==> src/kcl_pkg.sv <==
package kcl_pkg;

   // Key codes carried in the key field.
   localparam logic [3:0] KEY_STAR    = 4'd10;
   localparam logic [3:0] KEY_CONFIRM = 4'd11;
   localparam logic [3:0] KEY_LAST_DIGIT = 4'd9;

   // Lock mode codes.
   localparam logic [1:0] MODE_STANDBY = 2'd0;
   localparam logic [1:0] MODE_ENTRY   = 2'd1;
   localparam logic [1:0] MODE_VIEW    = 2'd2;
   localparam logic [1:0] MODE_RSVD    = 2'd3;

   // Field widths fixed by the interface.
   localparam int CODE_W    = 40;
   localparam int CODE_NIBS = 10;
   localparam int CLEN_W    = 4;
   localparam int LEN_CMP_W = 5;
   localparam int CSR_IDX_W = 3;

   // Configuration register indexes.
   localparam logic [CSR_IDX_W-1:0] CSR_UNLOCK_CODE   = 3'd0;
   localparam logic [CSR_IDX_W-1:0] CSR_UNLOCK_LEN    = 3'd1;
   localparam logic [CSR_IDX_W-1:0] CSR_PHOTO_CODE    = 3'd2;
   localparam logic [CSR_IDX_W-1:0] CSR_PHOTO_LEN     = 3'd3;
   localparam logic [CSR_IDX_W-1:0] CSR_SHUTDOWN_CODE = 3'd4;
   localparam logic [CSR_IDX_W-1:0] CSR_SHUTDOWN_LEN  = 3'd5;

   // Configuration values after reset.
   localparam logic [CODE_W-1:0] UNLOCK_CODE_RST   = 40'h0000980665;
   localparam logic [CLEN_W-1:0] UNLOCK_LEN_RST    = 4'd6;
   localparam logic [CODE_W-1:0] PHOTO_CODE_RST    = 40'h7182934650;
   localparam logic [CLEN_W-1:0] PHOTO_LEN_RST     = 4'd10;
   localparam logic [CODE_W-1:0] SHUTDOWN_CODE_RST = 40'h0000000886;
   localparam logic [CLEN_W-1:0] SHUTDOWN_LEN_RST  = 4'd3;

   typedef struct packed {
      logic [3:0] key;
      logic       photo_ok;
   } req_type;

   typedef struct packed {
      logic [1:0]        lock_mode;
      logic              armed_flag;
      logic [3:0]        entry_len;
      logic [CODE_W-1:0] entry_digits;
      logic              unlock_pulse;
      logic              capture_request;
      logic              shutdown_request;
   } rsp_type;

   // Code comparison results handed from the comparators to the update logic.
   typedef struct packed {
      logic unlock;
      logic photo;
      logic shutdown;
   } match_type;

endpackage

==> src/kcl_codematch.sv <==
module kcl_codematch #(
   parameter int MAX_DIGITS = 10
) (
   input  logic [4*MAX_DIGITS-1:0]          digits,
   input  logic [$clog2(MAX_DIGITS+1)-1:0]  len,
   input  logic [kcl_pkg::CODE_W-1:0]       code,
   input  logic [kcl_pkg::CLEN_W-1:0]       code_len,
   output logic                             match
);
   import kcl_pkg::*;

   localparam int NIBS = (MAX_DIGITS > CODE_NIBS) ? MAX_DIGITS : CODE_NIBS;

   logic [NIBS-1:0] nib_bad;
   logic [LEN_CMP_W-1:0] code_len_x;
   logic [LEN_CMP_W-1:0] len_x;

   assign code_len_x = LEN_CMP_W'(code_len);
   assign len_x      = LEN_CMP_W'(len);

   // Per-nibble compare; only the nibbles inside the code length count.
   for (genvar i = 0; i < NIBS; i++) begin : g_nib
      logic [3:0] d_nib;
      logic [3:0] c_nib;
      if (i < MAX_DIGITS) begin : g_d
         assign d_nib = digits[4*i +: 4];
      end else begin : g_dz
         assign d_nib = 4'd0;
      end
      if (i < CODE_NIBS) begin : g_c
         assign c_nib = code[4*i +: 4];
      end else begin : g_cz
         assign c_nib = 4'd0;
      end
      assign nib_bad[i] = (LEN_CMP_W'(i) < code_len_x) && (d_nib != c_nib);
   end

   // A code of length zero, or longer than the entry can hold, never matches.
   assign match = (code_len_x != '0) && (code_len_x <= LEN_CMP_W'(MAX_DIGITS)) &&
                  (code_len_x == len_x) && (nib_bad == '0);

endmodule

==> src/kcl_step.sv <==
module kcl_step #(
   parameter int MAX_DIGITS = 10
) (
   input  logic [1:0]                       mode,
   input  logic                             armed,
   input  logic [$clog2(MAX_DIGITS+1)-1:0]  len,
   input  logic [4*MAX_DIGITS-1:0]          digits,
   input  kcl_pkg::req_type                 req,
   input  logic [kcl_pkg::CODE_W-1:0]       unlock_code,
   input  logic [kcl_pkg::CLEN_W-1:0]       unlock_len,
   input  logic [kcl_pkg::CODE_W-1:0]       photo_code,
   input  logic [kcl_pkg::CLEN_W-1:0]       photo_len,
   input  logic [kcl_pkg::CODE_W-1:0]       shutdown_code,
   input  logic [kcl_pkg::CLEN_W-1:0]       shutdown_len,
   output logic [1:0]                       mode_nxt,
   output logic                             armed_nxt,
   output logic [$clog2(MAX_DIGITS+1)-1:0]  len_nxt,
   output logic [4*MAX_DIGITS-1:0]          digits_nxt,
   output kcl_pkg::match_type               pulse
);
   import kcl_pkg::*;

   localparam int DIGIT_W = 4 * MAX_DIGITS;
   localparam int LEN_W   = $clog2(MAX_DIGITS + 1);

   match_type hit;

   kcl_codematch #(.MAX_DIGITS(MAX_DIGITS)) u_unlock (
      .digits(digits), .len(len), .code(unlock_code), .code_len(unlock_len),
      .match(hit.unlock)
   );

   kcl_codematch #(.MAX_DIGITS(MAX_DIGITS)) u_photo (
      .digits(digits), .len(len), .code(photo_code), .code_len(photo_len),
      .match(hit.photo)
   );

   kcl_codematch #(.MAX_DIGITS(MAX_DIGITS)) u_shutdown (
      .digits(digits), .len(len), .code(shutdown_code), .code_len(shutdown_len),
      .match(hit.shutdown)
   );

   // Next lock state for one key.
   always_comb begin
      mode_nxt   = mode;
      armed_nxt  = armed;
      len_nxt    = len;
      digits_nxt = digits;
      pulse      = '0;
      case (mode)
         MODE_ENTRY: begin
            if (req.key <= KEY_LAST_DIGIT) begin
               if (len < LEN_W'(MAX_DIGITS)) begin
                  digits_nxt = (digits << 4) | DIGIT_W'(req.key);
                  len_nxt    = len + LEN_W'(1);
               end
            end else if (req.key == KEY_STAR) begin
               if (len != '0) begin
                  digits_nxt = digits >> 4;
                  len_nxt    = len - LEN_W'(1);
               end
            end else if (req.key == KEY_CONFIRM) begin
               pulse      = hit;
               len_nxt    = '0;
               digits_nxt = '0;
               if (hit.photo && req.photo_ok) begin
                  mode_nxt = MODE_VIEW;
               end
            end
         end
         MODE_VIEW: begin
            if (req.key == KEY_STAR) begin
               mode_nxt = MODE_ENTRY;
            end
         end
         default: begin
            // Standby: two stars in a row open code entry.
            mode_nxt = MODE_STANDBY;
            if (req.key == KEY_STAR) begin
               if (!armed) begin
                  armed_nxt = 1'b1;
               end else begin
                  armed_nxt  = 1'b0;
                  mode_nxt   = MODE_ENTRY;
                  len_nxt    = '0;
                  digits_nxt = '0;
               end
            end else begin
               armed_nxt = 1'b0;
            end
         end
      endcase
   end

endmodule

==> src/keypad_code_lock.sv <==
// Path: a transaction is held in the input register, then in the result
// register.
// Throughput: one key per cycle while the result side does not stall; the lock state is updated in a single pass.
// Reset: synchronous; standby mode, disarmed, empty entry and the default codes.
module keypad_code_lock #(
   parameter int MAX_DIGITS = 10
) (
   input  logic                             clock,
   input  logic                             reset,
   input  logic                             req_valid,
   output logic                             req_stall,
   input  kcl_pkg::req_type                 req_data,
   output logic                             rsp_valid,
   input  logic                             rsp_stall,
   output kcl_pkg::rsp_type                 rsp_data,
   input  logic                             csr_wr_en,
   input  logic [kcl_pkg::CSR_IDX_W-1:0]    csr_index,
   input  logic [kcl_pkg::CODE_W-1:0]       csr_wdata
);
   import kcl_pkg::*;

   localparam int DIGIT_W = 4 * MAX_DIGITS;
   localparam int LEN_W   = $clog2(MAX_DIGITS + 1);

   // Configuration registers.
   logic [CODE_W-1:0] unlock_code_ff, photo_code_ff, shutdown_code_ff;
   logic [CLEN_W-1:0] unlock_len_ff, photo_len_ff, shutdown_len_ff;

   // Input stage, lock state and result register.
   logic               in_valid_ff;
   req_type            in_data_ff;
   logic [1:0]         mode_ff;
   logic               armed_ff;
   logic [LEN_W-1:0]   len_ff;
   logic [DIGIT_W-1:0] digits_ff;
   logic               out_valid_ff;
   rsp_type            out_data_ff;

   logic [1:0]         mode_in;
   logic               armed_in;
   logic [LEN_W-1:0]   len_in;
   logic [DIGIT_W-1:0] digits_in;
   match_type          pulse;
   logic               advance;
   logic               out_free;

   // Configuration writes.
   always_ff @(posedge clock) begin
      if (reset) begin
         unlock_code_ff   <= UNLOCK_CODE_RST;
         unlock_len_ff    <= UNLOCK_LEN_RST;
         photo_code_ff    <= PHOTO_CODE_RST;
         photo_len_ff     <= PHOTO_LEN_RST;
         shutdown_code_ff <= SHUTDOWN_CODE_RST;
         shutdown_len_ff  <= SHUTDOWN_LEN_RST;
      end else if (csr_wr_en) begin
         case (csr_index)
            CSR_UNLOCK_CODE:   unlock_code_ff   <= csr_wdata;
            CSR_UNLOCK_LEN:    unlock_len_ff    <= csr_wdata[CLEN_W-1:0];
            CSR_PHOTO_CODE:    photo_code_ff    <= csr_wdata;
            CSR_PHOTO_LEN:     photo_len_ff     <= csr_wdata[CLEN_W-1:0];
            CSR_SHUTDOWN_CODE: shutdown_code_ff <= csr_wdata;
            CSR_SHUTDOWN_LEN:  shutdown_len_ff  <= csr_wdata[CLEN_W-1:0];
            default: ;
         endcase
      end
   end

   // Handshake: the input stage moves on whenever the result register is free.
   assign out_free  = !out_valid_ff || !rsp_stall;
   assign advance   = in_valid_ff && out_free;
   assign req_stall = in_valid_ff && !out_free;

   always_ff @(posedge clock) begin
      if (reset) begin
         in_valid_ff <= 1'b0;
      end else if (!req_stall) begin
         in_valid_ff <= req_valid;
      end
   end

   always_ff @(posedge clock) begin
      if (req_valid && !req_stall) begin
         in_data_ff <= req_data;
      end
   end

   kcl_step #(.MAX_DIGITS(MAX_DIGITS)) u_step (
      .mode(mode_ff), .armed(armed_ff), .len(len_ff), .digits(digits_ff),
      .req(in_data_ff),
      .unlock_code(unlock_code_ff), .unlock_len(unlock_len_ff),
      .photo_code(photo_code_ff), .photo_len(photo_len_ff),
      .shutdown_code(shutdown_code_ff), .shutdown_len(shutdown_len_ff),
      .mode_nxt(mode_in), .armed_nxt(armed_in), .len_nxt(len_in),
      .digits_nxt(digits_in), .pulse(pulse)
   );

   // Lock state advances once per transaction.
   always_ff @(posedge clock) begin
      if (reset) begin
         mode_ff   <= MODE_STANDBY;
         armed_ff  <= 1'b0;
         len_ff    <= '0;
         digits_ff <= '0;
      end else if (advance) begin
         mode_ff   <= mode_in;
         armed_ff  <= armed_in;
         len_ff    <= len_in;
         digits_ff <= digits_in;
      end
   end

   // Result register.
   always_ff @(posedge clock) begin
      if (reset) begin
         out_valid_ff <= 1'b0;
      end else if (out_free) begin
         out_valid_ff <= in_valid_ff;
      end
   end

   always_ff @(posedge clock) begin
      if (advance) begin
         out_data_ff.lock_mode        <= mode_in;
         out_data_ff.armed_flag       <= armed_in;
         out_data_ff.entry_len        <= 4'(len_in);
         out_data_ff.entry_digits     <= CODE_W'(digits_in);
         out_data_ff.unlock_pulse     <= pulse.unlock;
         out_data_ff.capture_request  <= pulse.photo;
         out_data_ff.shutdown_request <= pulse.shutdown;
      end
   end

   assign rsp_valid = out_valid_ff;
   assign rsp_data  = out_data_ff;

   // Consistency checks on the lock state.
   a_mode_legal: assert property (@(posedge clock) disable iff (reset)
      mode_ff != MODE_RSVD)
      else $error("lock mode holds the reserved code");

   a_len_bound: assert property (@(posedge clock) disable iff (reset)
      len_ff <= LEN_W'(MAX_DIGITS))
      else $error("entry length beyond the maximum");

   a_idle_clear: assert property (@(posedge clock) disable iff (reset)
      mode_ff != MODE_ENTRY |-> len_ff == '0 && digits_ff == '0)
      else $error("entry not clear outside code entry");

   a_armed_standby: assert property (@(posedge clock) disable iff (reset)
      armed_ff |-> mode_ff == MODE_STANDBY)
      else $error("armed outside standby");

   a_view_exit: assert property (@(posedge clock) disable iff (reset)
      $past(mode_ff) == MODE_VIEW && mode_ff != MODE_VIEW |-> mode_ff == MODE_ENTRY)
      else $error("photo view left to a mode other than code entry");

endmodule

==> config.mk <==
export PLATFORM = sky130hd
export DESIGN_NAME = keypad_code_lock
export DESIGN_NICKNAME = d
export VERILOG_FILES = /design/src/kcl_pkg.sv /design/src/kcl_codematch.sv /design/src/kcl_step.sv /design/src/keypad_code_lock.sv
export SDC_FILE = /design/constraint.sdc
export NUM_CORES = 1
export LEC_CHECK = 0
export BUFFER_PORTS_ARGS = -buffer_cell sky130_fd_sc_hd__buf_2
export CAP_MARGIN = 20
export CORE_AREA = 2 2 195 197
export CTS_BUF_LIST = sky130_fd_sc_hd__clkbuf_2 sky130_fd_sc_hd__clkbuf_4 sky130_fd_sc_hd__clkbuf_8
export DETAILED_ROUTE_END_ITERATION = 10
export DIE_AREA = 0 0 197 199
export GPL_TIMING_DRIVEN = 0
export SKIP_LAST_GASP = 1
export SYNTH_ARGS = -nofsm -noshare
export SYNTH_HDL_FRONTEND = slang
export SYNTH_SLANG_ARGS = --single-unit
==> constraint.sdc <==
create_clock -name clock -period 10.05 [get_ports clock]
set_clock_uncertainty 0.2 [all_clocks]
set_input_delay 1.5075 -clock clock [delete_from_list [all_inputs] [get_ports clock]]
set_output_delay 1.5075 -clock clock [all_outputs]
set_load 0.02 [all_outputs]
==> results_dict.tcl, run 1 <==
set metrics [dict create \
    dp_hpwl_um 26800 \
    placed_cell_area_sq_mm 0.0122 \
    fin_tns_setup_ps 0 \
    drive_above_1_share_pct 13.9 \
    powerDensity_mw_per_mm2 172 \
    chipWidth_um 197 \
    clk_pin_slew_ps 60 \
    coreArea_sq_mm 0.0371 \
    max_slew_margin_pct 43.1 \
    rows 71 \
    initial_core_util_pct 29.8 \
    cp-endpoint "req_stall" \
    syn_inst 1320 \
    async_flop_share_pct 0 \
    ys_ff_latch 236 \
    n_fill_cell 3944 \
    p_int_mw 1.64 \
    critPathCaptureType "output port" \
    dr_total_vias 9941 \
    p_comb_share_pct 11.1 \
    syn-num-nets 1377 \
    leakagePower_nw 4.96 \
    max-cap-violations 0 \
    p_sw_share_pct 26.9 \
    setup.worst_path.class "in2out" \
    final_cell_area_sq_mm 0.0131 \
    ys_warn_count 0 \
    h-tree-depth 2 \
    clk_latency_ps 570 \
    p_clk_share_pct 43.3 \
    clock.fmax_mhz 271 \
    hp-class "reg2reg" \
    post-place-ws_ps 6070 \
    cp_max_fo 3 \
    syn_to_final_growth_pct 18.3 \
    grt_overflow 0 \
    gp_congestion 0.903 \
    grt_start_max_net_pins 60 \
    io_buffer_count 103 \
    num_io_pins 105 \
    synth_top_cell_by_area "dfxtp_1" \
    outcome "finished, final reports clean" \
    postCtsHoldBufs 0 \
    cp-startpoint "rsp_stall" \
    die-height_um 199 \
    post_cts.repair.setup_buffers 0 \
    cts_tree "built" \
    min_period_ps 3690 \
    layout_common_cells "267 x nand2_1, 181 x dfxtp_1, 177 x a21oi_1" \
    cts-root-buf "clkbuf_8" \
    viasPerCell 5.03 \
    first_global_vias 9568 \
    period_share_pct 36.8 \
    cts_resized 0 \
    worstPathArrival_ps 1990 \
    cts_sinks 236 \
    timing_worst_slew_pin_value_ps 853 \
    die_area_sq_mm 0.0392 \
    grt_usage_pct 18.5 \
    synthTopCellsByArea "dfxtp_1 33%, edfxtp_1 15%, nand2_1 9.1%" \
    routedWlPerCell_um 18.6 \
    required_ps 8340 \
    regArea_sq_mm 0.00528 \
    clk_path_buf_depth 3 \
    syn-mean-instance-area_sq_um 8.38 \
    final_common_cell "nand2_1" \
    cts_made_buffers 42 \
    p_total_mw 2.25 \
    ir_worst_vdd_v 0.0000836 \
    antenna_found_initial 3 \
    synth_area_sq_mm 0.0111 \
    synth-edff-count 55 \
    grt_pass1_wl_um 55500 \
    yosysTopAreaCellShare_pct 32.8 \
    net-switching-power_mw 0.603 \
    drv_slew 0 \
    synth_seq_area_share_pct 47.7 \
    hold_violations 0 \
    drt_pass1_iterations 5 \
    reg2reg_depth 6 \
    drt_iter0_drc 835 \
    pwr-share-seq_pct 45.6 \
    drc 0 \
    multi_input_area_sq_mm 0.00507 \
    wirelength_um 36600 \
    drtAntennaViolNets 0 \
    fin_ws_ps 6360 \
    fin_nets 1524 \
    finalSetupViolations 0 \
    rr_endpoint "rsp_data[49]" \
    synth_cell_types 59 \
    r2r_setup_slack_ps 6820 \
    r2r_start "digits_ff[20]" \
    rsz0062_at_grt "false" \
    synth-main-ff-cell "dfxtp_1" \
    critPathLaunchType "primary input" \
]
## logic make-up (layout without fill, tap and decap cells)
kind of cell	Yosys count	in the layout	synth area share, %
compound gates	327	327	17.2
xor+xnor	124	124	9.82
fa+ha+maj	5	5	0.543
buf+inv	173	353	6.46
flops	236	236	47.7
mux	13	13	1.18
other cells	0	1	0
simple gates	442	442	17.1
## per-stage QoR
step / utilization [%] / cells / hold WS (ps)
after floorplan: - / 1320 / 248
after global placement: 32.8 / 1897 / 255
after detailed placement: 32.8 / 1897 / 260
after CTS: 35.2 / 1974 / 268
after global routing: 35.2 / 1974 / 285
final: 35.2 / 1975 / 267
## power by group through the flow
| stage | logic, mW | registers, mW | clock network, mW |
|---|---|---|---|
| finish | 0.250 | 1.02 | 0.972 |
| global route | 0.272 | 1.03 | 1.03 |
| CTS | 0.248 | 1.02 | 0.985 |
| detailed placement | 0.247 | 1.04 | 0 |
| global placement | 0.244 | 1.04 | 0 |
| floorplan | 0.144 | 1.05 | 0 |
## final cells by class
cell class,instances,share of cell area [%]
flip-flops and latches,236,40.3
diodes,1,0.0191
inverters,47,1.35
well taps,474,4.53
clock inverters,16,0.975
plain buffers,126,4.14
multi-input cells,911,38.7
repair buffers,103,3.94
clock buffers,61,5.99
## per-layer routing
metal  share of wire (%)  up-vias  GRT usage, %
li1                    -     4772             -
met1                  43     4698          24.4
met2                  46      388          30.2
met3                 8.0       77          3.54
met4                 2.6        6          6.88
met5               0.087        -             0
## synth_stat cells, types with 19 or more instances
| cell type | count |
|---|---|
| buf_2 | 19 |
| nor2_1 | 63 |
| inv_1 | 45 |
| clkbuf_1 | 99 |
| xnor2_1 | 90 |
| a22oi_1 | 40 |
| xor2_1 | 34 |
| o21ai_0 | 55 |
| a21oi_1 | 177 |
| nand2_1 | 267 |
| edfxtp_1 | 55 |
| nand3_1 | 43 |
| dfxtp_1 | 181 |
## how the worst min path moves through the flow
stage	start	endpoint	slack [ps]	cells past startpoint
floorplan	photo_code_ff[0]	photo_code_ff[0]	250	2
global placement	photo_code_ff[3]	photo_code_ff[3]	250	2
detailed placement	unlock_code_ff[8]	unlock_code_ff[8]	260	2
CTS	unlock_code_ff[8]	unlock_code_ff[8]	270	2
global route	unlock_code_ff[11]	unlock_code_ff[11]	280	2
finish	unlock_code_ff[8]	unlock_code_ff[8]	270	2
## flip-flops by register name (all words and copies together), names as in the netlist
register          flops
armed_ff              1
photo_len_ff          4
digits_ff            40
photo_code_ff        40
unlock_code_ff       40
len_ff                4
in_valid_ff           1
mode_ff               2
unlock_len_ff         4
rsp_data             50
in_data_ff            5
shutdown_len_ff       4
rsp_valid             1
shutdown_code_ff     40
## critical path: stages
cell and delay (ps):
buf_2 100, and3_1 200, buf_2 180
(Power assumes the default switching activity.)
==> inputs of run 2 (changes only) <==
==> constraint.sdc (replaced) <==
create_clock -name clock -period 3.3 [get_ports clock]
set_clock_uncertainty 0.2 [all_clocks]
set_input_delay 0.495 -clock clock [delete_from_list [all_inputs] [get_ports clock]]
set_output_delay 0.495 -clock clock [all_outputs]
set_load 0.02 [all_outputs]
==> run 2 against run 1 <==
Cell count up 1.2%. Routed wire length about the same. Core utilization rose by 0.62 points. Global-route usage is essentially flat. Non-clock buffer count is 22 higher. Critical path depth up 8. Sequential share of layout area decreased by 0.69 points. Clock power rose to 3.0 times the previous value. Combinational power rose to 3.1 times the previous value. Hold slack worse by 250 ps. Register-to-register slack got worse by 6600 ps. First-iteration DRC count up 0.84%. Critical path type is now reg2reg. Largest cell class unchanged. Largest power group unchanged. Highest routed layer unchanged.
==> results_dict.tcl, run 2 (synthesized netlist as in run 1, its figures left out) <==
set metrics [dict create \
    outcome "finished, final reports clean" \
    viasPerCell 5.02 \
    fin_tns_setup_ps 0 \
    drv_slew 0 \
    grt_start_max_net_pins 60 \
    ir_worst_vdd_v 0.000255 \
    grt_pass1_wl_um 55700 \
    placed_cell_area_sq_mm 0.0122 \
    period_share_pct 93.1 \
    antenna_found_initial 3 \
    drt_pass1_iterations 7 \
    initial_core_util_pct 29.8 \
    worstHoldStart "csr_wdata[26]" \
    max-cap-violations 0 \
    post_cts.repair.setup_buffers 0 \
    first_global_vias 9656 \
    dp_hpwl_um 26800 \
    wirelength_um 36600 \
    die-height_um 199 \
    cts_sinks 236 \
    num_io_pins 105 \
    cts_made_buffers 42 \
    clk_latency_ps 570 \
    critPathCaptureType "flop" \
    die_area_sq_mm 0.0392 \
    hp-class "in2reg" \
    routedWlPerCell_um 18.3 \
    cts-root-buf "clkbuf_8" \
    coreArea_sq_mm 0.0371 \
    gp_congestion 0.903 \
    finalSetupViolations 0 \
    critPathLaunchType "flop" \
    min_period_ps 3070 \
    drt_iter0_drc 842 \
    setup.worst_path.class "reg2reg" \
    timing_worst_slew_pin_value_ps 855 \
    worstPathArrival_ps 3150 \
    largest_reg_flops 50 \
    io_buffer_count 103 \
    max_slew_margin_pct 43.0 \
    top_layer_used "met5" \
    r2r_start "len_ff[0]" \
    chipWidth_um 197 \
    met3WireLength_um 2960 \
    layout_common_cells "267 x nand2_1, 181 x dfxtp_1, 177 x a21oi_1" \
    powerDensity_mw_per_mm2 515 \
    drc 0 \
    fin_nets 1546 \
    clock.fmax_mhz 326 \
    cts_tree "built" \
    reg2reg_depth 11 \
    cp-endpoint "rsp_data[30]" \
    cp_max_fo 10 \
    syn_to_final_growth_pct 20.4 \
    hold_violations 0 \
    cp-startpoint "len_ff[0]" \
    grt_usage_pct 18.6 \
    met1Wirelength_um 15900 \
    required_ps 3380 \
    final_common_cell "nand2_1" \
    grt_overflow 0 \
    r2r_setup_slack_ps 230 \
    drive_above_1_share_pct 13.7 \
    rows 71 \
    route.met2.wl_um 16800 \
    final_cell_area_sq_mm 0.0133 \
    rr_endpoint "rsp_data[30]" \
    h-tree-depth 2 \
    leakagePower_nw 5.06 \
    dr_total_vias 10000 \
    drtAntennaViolNets 0 \
    clk_path_buf_depth 3 \
    clk_pin_slew_ps 70 \
    p_total_mw 6.86 \
    rsz0062_at_grt "false" \
]
## run 2: cell types whose count changed in the layout (fill, tap and decap cells not counted), sizes merged
cell,before,now
dlygate4sd3,0,22
diode,1,2
## run 2: layer usage
| metal | vias up | track usage [%] |
|---|---|---|
| met5 | - | 0 |
| met2 | 404 | 30.3 |
| met4 | 6 | 6.88 |
| met3 | 76 | 3.44 |
| li1 | 4810 | - |
| met1 | 4728 | 24.4 |
## run 2: critical path: stages, from the launching register on
cell	delay (ps)
dfxtp_1	340
clkbuf_1	300
inv_1	130
ha_1	240
or3b_1	380
and2_1	170
buf_2	190
buf_2	200
a22oi_1	210
nor2_1	60
a21oi_1	270
inv_1	80
## run 2: worst min path at each step
stage                                       to  slack (ps)  depth (start not counted)
after floorplan               photo_code_ff[0]         250                          2
after global placement        photo_code_ff[3]         250                          2
after detailed placement     unlock_code_ff[8]         260                          2
after CTS                    photo_code_ff[38]         0.2                          3
after global routing      shutdown_code_ff[22]          10                          3
final                        photo_code_ff[26]          10                          3
## run 2: power by group
group	internal, mW	switching, mW	leakage (nW)
clock	1.68	1.27	0.477
sequential	3.07	0.0500	2.00
combinational	0.265	0.518	2.58
## run 2: timing repair
| action | in CTS | in global routing |
|---|---|---|
| gates resized for setup | 0 | 1 |
| hold endpoints to repair | 39 | 0 |
| hold buffers | 22 | 0 |
| setup endpoints to repair | 0 | 1 |
## run 2: final cells by class
cell class	instances	area [sq um]
Antenna cell	2	5.00
Buffer	126	542
Clock buffer	61	783
Clock inverter	16	128
Fill cell	3930	23800
Inverter	47	176
Multi-Input combinational cell	911	5070
Sequential cell	236	5280
Tap cell	474	593
Timing Repair Buffer	125	736
## run 2: per-stage QoR
step	util [%]	setup WS (ps)	hold WS, ps	instances
2_1_floorplan	-	62.3	248	1320
3_3_place_gp	32.8	-1380	255	1897
3_5_place_dp	32.8	79.3	260	1897
4_1_cts	35.8	79.6	0.190	1996
5_1_grt	35.8	30.0	9.79	1996
6_report	35.9	228	14.2	1998
==> inputs of run 3 (changes only) <==
--- a/config.mk
+++ b/config.mk
@@ -8,7 +8,7 @@
 export BUFFER_PORTS_ARGS = -buffer_cell sky130_fd_sc_hd__buf_2
 export CAP_MARGIN = 20
 export CORE_AREA = 2 2 195 197
-export CTS_BUF_LIST = sky130_fd_sc_hd__clkbuf_2 sky130_fd_sc_hd__clkbuf_4 sky130_fd_sc_hd__clkbuf_8
+export CTS_BUF_LIST = sky130_fd_sc_hd__clkbuf_2
 export DETAILED_ROUTE_END_ITERATION = 10
 export DIE_AREA = 0 0 197 199
 export GPL_TIMING_DRIVEN = 0
==> run 3 against run 2 <==
Sequential share of layout area down 0.082 points. Global-route usage up 0.21 points. Maximum frequency down 2.7%. Setup slack worse by 87 ps. Register-to-register slack worse by 90 ps. Highest routed layer unchanged. Core utilization up 0.074 points. Non-clock buffer count up 27. Hold slack better by 43 ps. Combinational power up 2.8%. Via count up 2.8%. Power down 8.4%. Flip-flop and latch count unchanged.
==> results_dict.tcl, run 3 (synthesized netlist as in run 1, its figures left out) <==
set metrics [dict create \
    outcome "finished, final reports clean" \
    rr_endpoint "rsp_data[49]" \
    period_share_pct 95.7 \
    grt_start_max_net_pins 60 \
    p_total_mw 6.28 \
    syn_to_final_growth_pct 20.6 \
    routedWlPerCell_um 17.8 \
    io_buffer_count 103 \
    reg2reg_depth 6 \
    drt_iter0_drc 847 \
    wirelength_um 36800 \
    dp_hpwl_um 26800 \
    antenna_found_initial 3 \
    coreArea_sq_mm 0.0371 \
    post-place-ws_ps 79.3 \
    r2r_start "digits_ff[16]" \
    largest_reg_flops 50 \
    cp-startpoint "digits_ff[16]" \
    critPathLaunchType "flop" \
    rsz0062_at_grt "false" \
    cp_max_fo 7 \
    grt_overflow 0 \
    post_cts.repair.setup_buffers 0 \
    ir_worst_vdd_v 0.000161 \
    gp_congestion 0.903 \
    die_area_sq_mm 0.0392 \
    min_path_cells 4 \
    fin_ws_ps 142 \
    fin_nets 1598 \
    rows 71 \
    initial_core_util_pct 29.8 \
    cts-root-buf "clkbuf_2" \
    drv_slew 0 \
    grt_pass1_wl_um 56000 \
    first_global_vias 9888 \
    drt_pass1_iterations 5 \
    leakagePower_nw 5.20 \
    r2r_setup_slack_ps 140 \
    finalSetupViolations 0 \
    h-tree-depth 3 \
    cts_sinks 236 \
    p_sw_share_pct 29.9 \
    chipWidth_um 197 \
    min_period_ps 3160 \
    worstPathArrival_ps 3590 \
    drtAntennaViolNets 0 \
    layout_common_cells "267 x nand2_1, 181 x dfxtp_1, 177 x a21oi_1" \
    clk_pin_slew_ps 90 \
    cp-endpoint "rsp_data[49]" \
    dr_total_vias 10300 \
    final_common_cell "nand2_1" \
    clk_path_buf_depth 3 \
    drive_above_1_share_pct 15.6 \
    num_io_pins 105 \
    critPathCaptureType "flop" \
    clock.fmax_mhz 317 \
    p_comb_share_pct 12.8 \
    p_clk_share_pct 37.5 \
    fin_util_pct 35.9 \
    drc 0 \
    setup.worst_path.class "reg2reg" \
    die-height_um 199 \
    pwr-share-seq_pct 49.6 \
    hp-class "in2reg" \
    timing_worst_slew_pin_value_ps 840 \
    cts_tree "built" \
    viasPerCell 4.98 \
    cts_made_buffers 67 \
    hold_violations 0 \
    p_int_mw 4.40 \
    net-switching-power_mw 1.88 \
    powerDensity_mw_per_mm2 471 \
    max_slew_margin_pct 44.0 \
    required_ps 3740 \
    clk_latency_ps 900 \
    grt_usage_pct 18.8 \
    max-cap-violations 0 \
]
run 3: how the worst min path moves through the flow:
| stage | from | end | slack (ps) |
|---|---|---|---|
| final | csr_index[1] | photo_len_ff[1] | 60 |
| after global routing | csr_index[1] | photo_len_ff[0] | 30 |
| after CTS | csr_index[2] | shutdown_len_ff[1] | 10 |
| after global placement | photo_code_ff[3] | photo_code_ff[3] | 250 |
| after detailed placement | unlock_code_ff[8] | unlock_code_ff[8] | 260 |
| after floorplan | photo_code_ff[0] | photo_code_ff[0] | 250 |
run 3: metrics by stage:
stage	hold WS, ps	std cells	area (sq um)	setup TNS [ps]
floorplan	248	1320	11100	0
global placement	255	1897	12200	-79790
detailed placement	260	1897	12200	0
CTS	14.9	2068	13300	0
global route	26.5	2068	13300	0
finish	57.4	2068	13300	0
run 3: final cells by class:
cell class	instances	area, sq um
buffer	125	538
sequential	236	5280
fill	3996	23800
clock buffer	101	505
inverter	47	176
clock inverter	20	159
timing repair buffer	153	1020
multi-input combinational	911	5070
antenna	1	2.50
tap	474	593
run 3: what timing repair did:
action | 4_1_cts | 5_1_grt
endpoints found under the setup margin | 1 | 1
hold endpoints to repair | 145 | 0
hold buffers | 50 | 0
resized for setup | 1 | 0
run 3: critical path, cell delays in order, from the launching register on:
cell      delay, ps
dfxtp_1         320
clkbuf_1        440
xor2_1          160
nor4_1          570
o221ai_1        390
or4_1           580
a21oi_1         240
run 3: power groups by stage:
| stage | sequential (mW) | clock [mW] | combinational, mW |
|---|---|---|---|
| floorplan | 3.21 | 0 | 0.439 |
| global placement | 3.18 | 0 | 0.743 |
| detailed placement | 3.18 | 0 | 0.753 |
| CTS | 3.11 | 2.42 | 0.804 |
| global route | 3.13 | 2.57 | 0.874 |
| finish | 3.12 | 2.36 | 0.805 |
run 3: routing by layer:
| metal | global-route usage [%] | wire length (um) |
|---|---|---|
| met2 | 30.5 | 16900 |
| met4 | 7.32 | 998 |
| met5 | 0 | 24 |
| met3 | 3.78 | 2970 |
| met1 | 24.6 | 15900 |
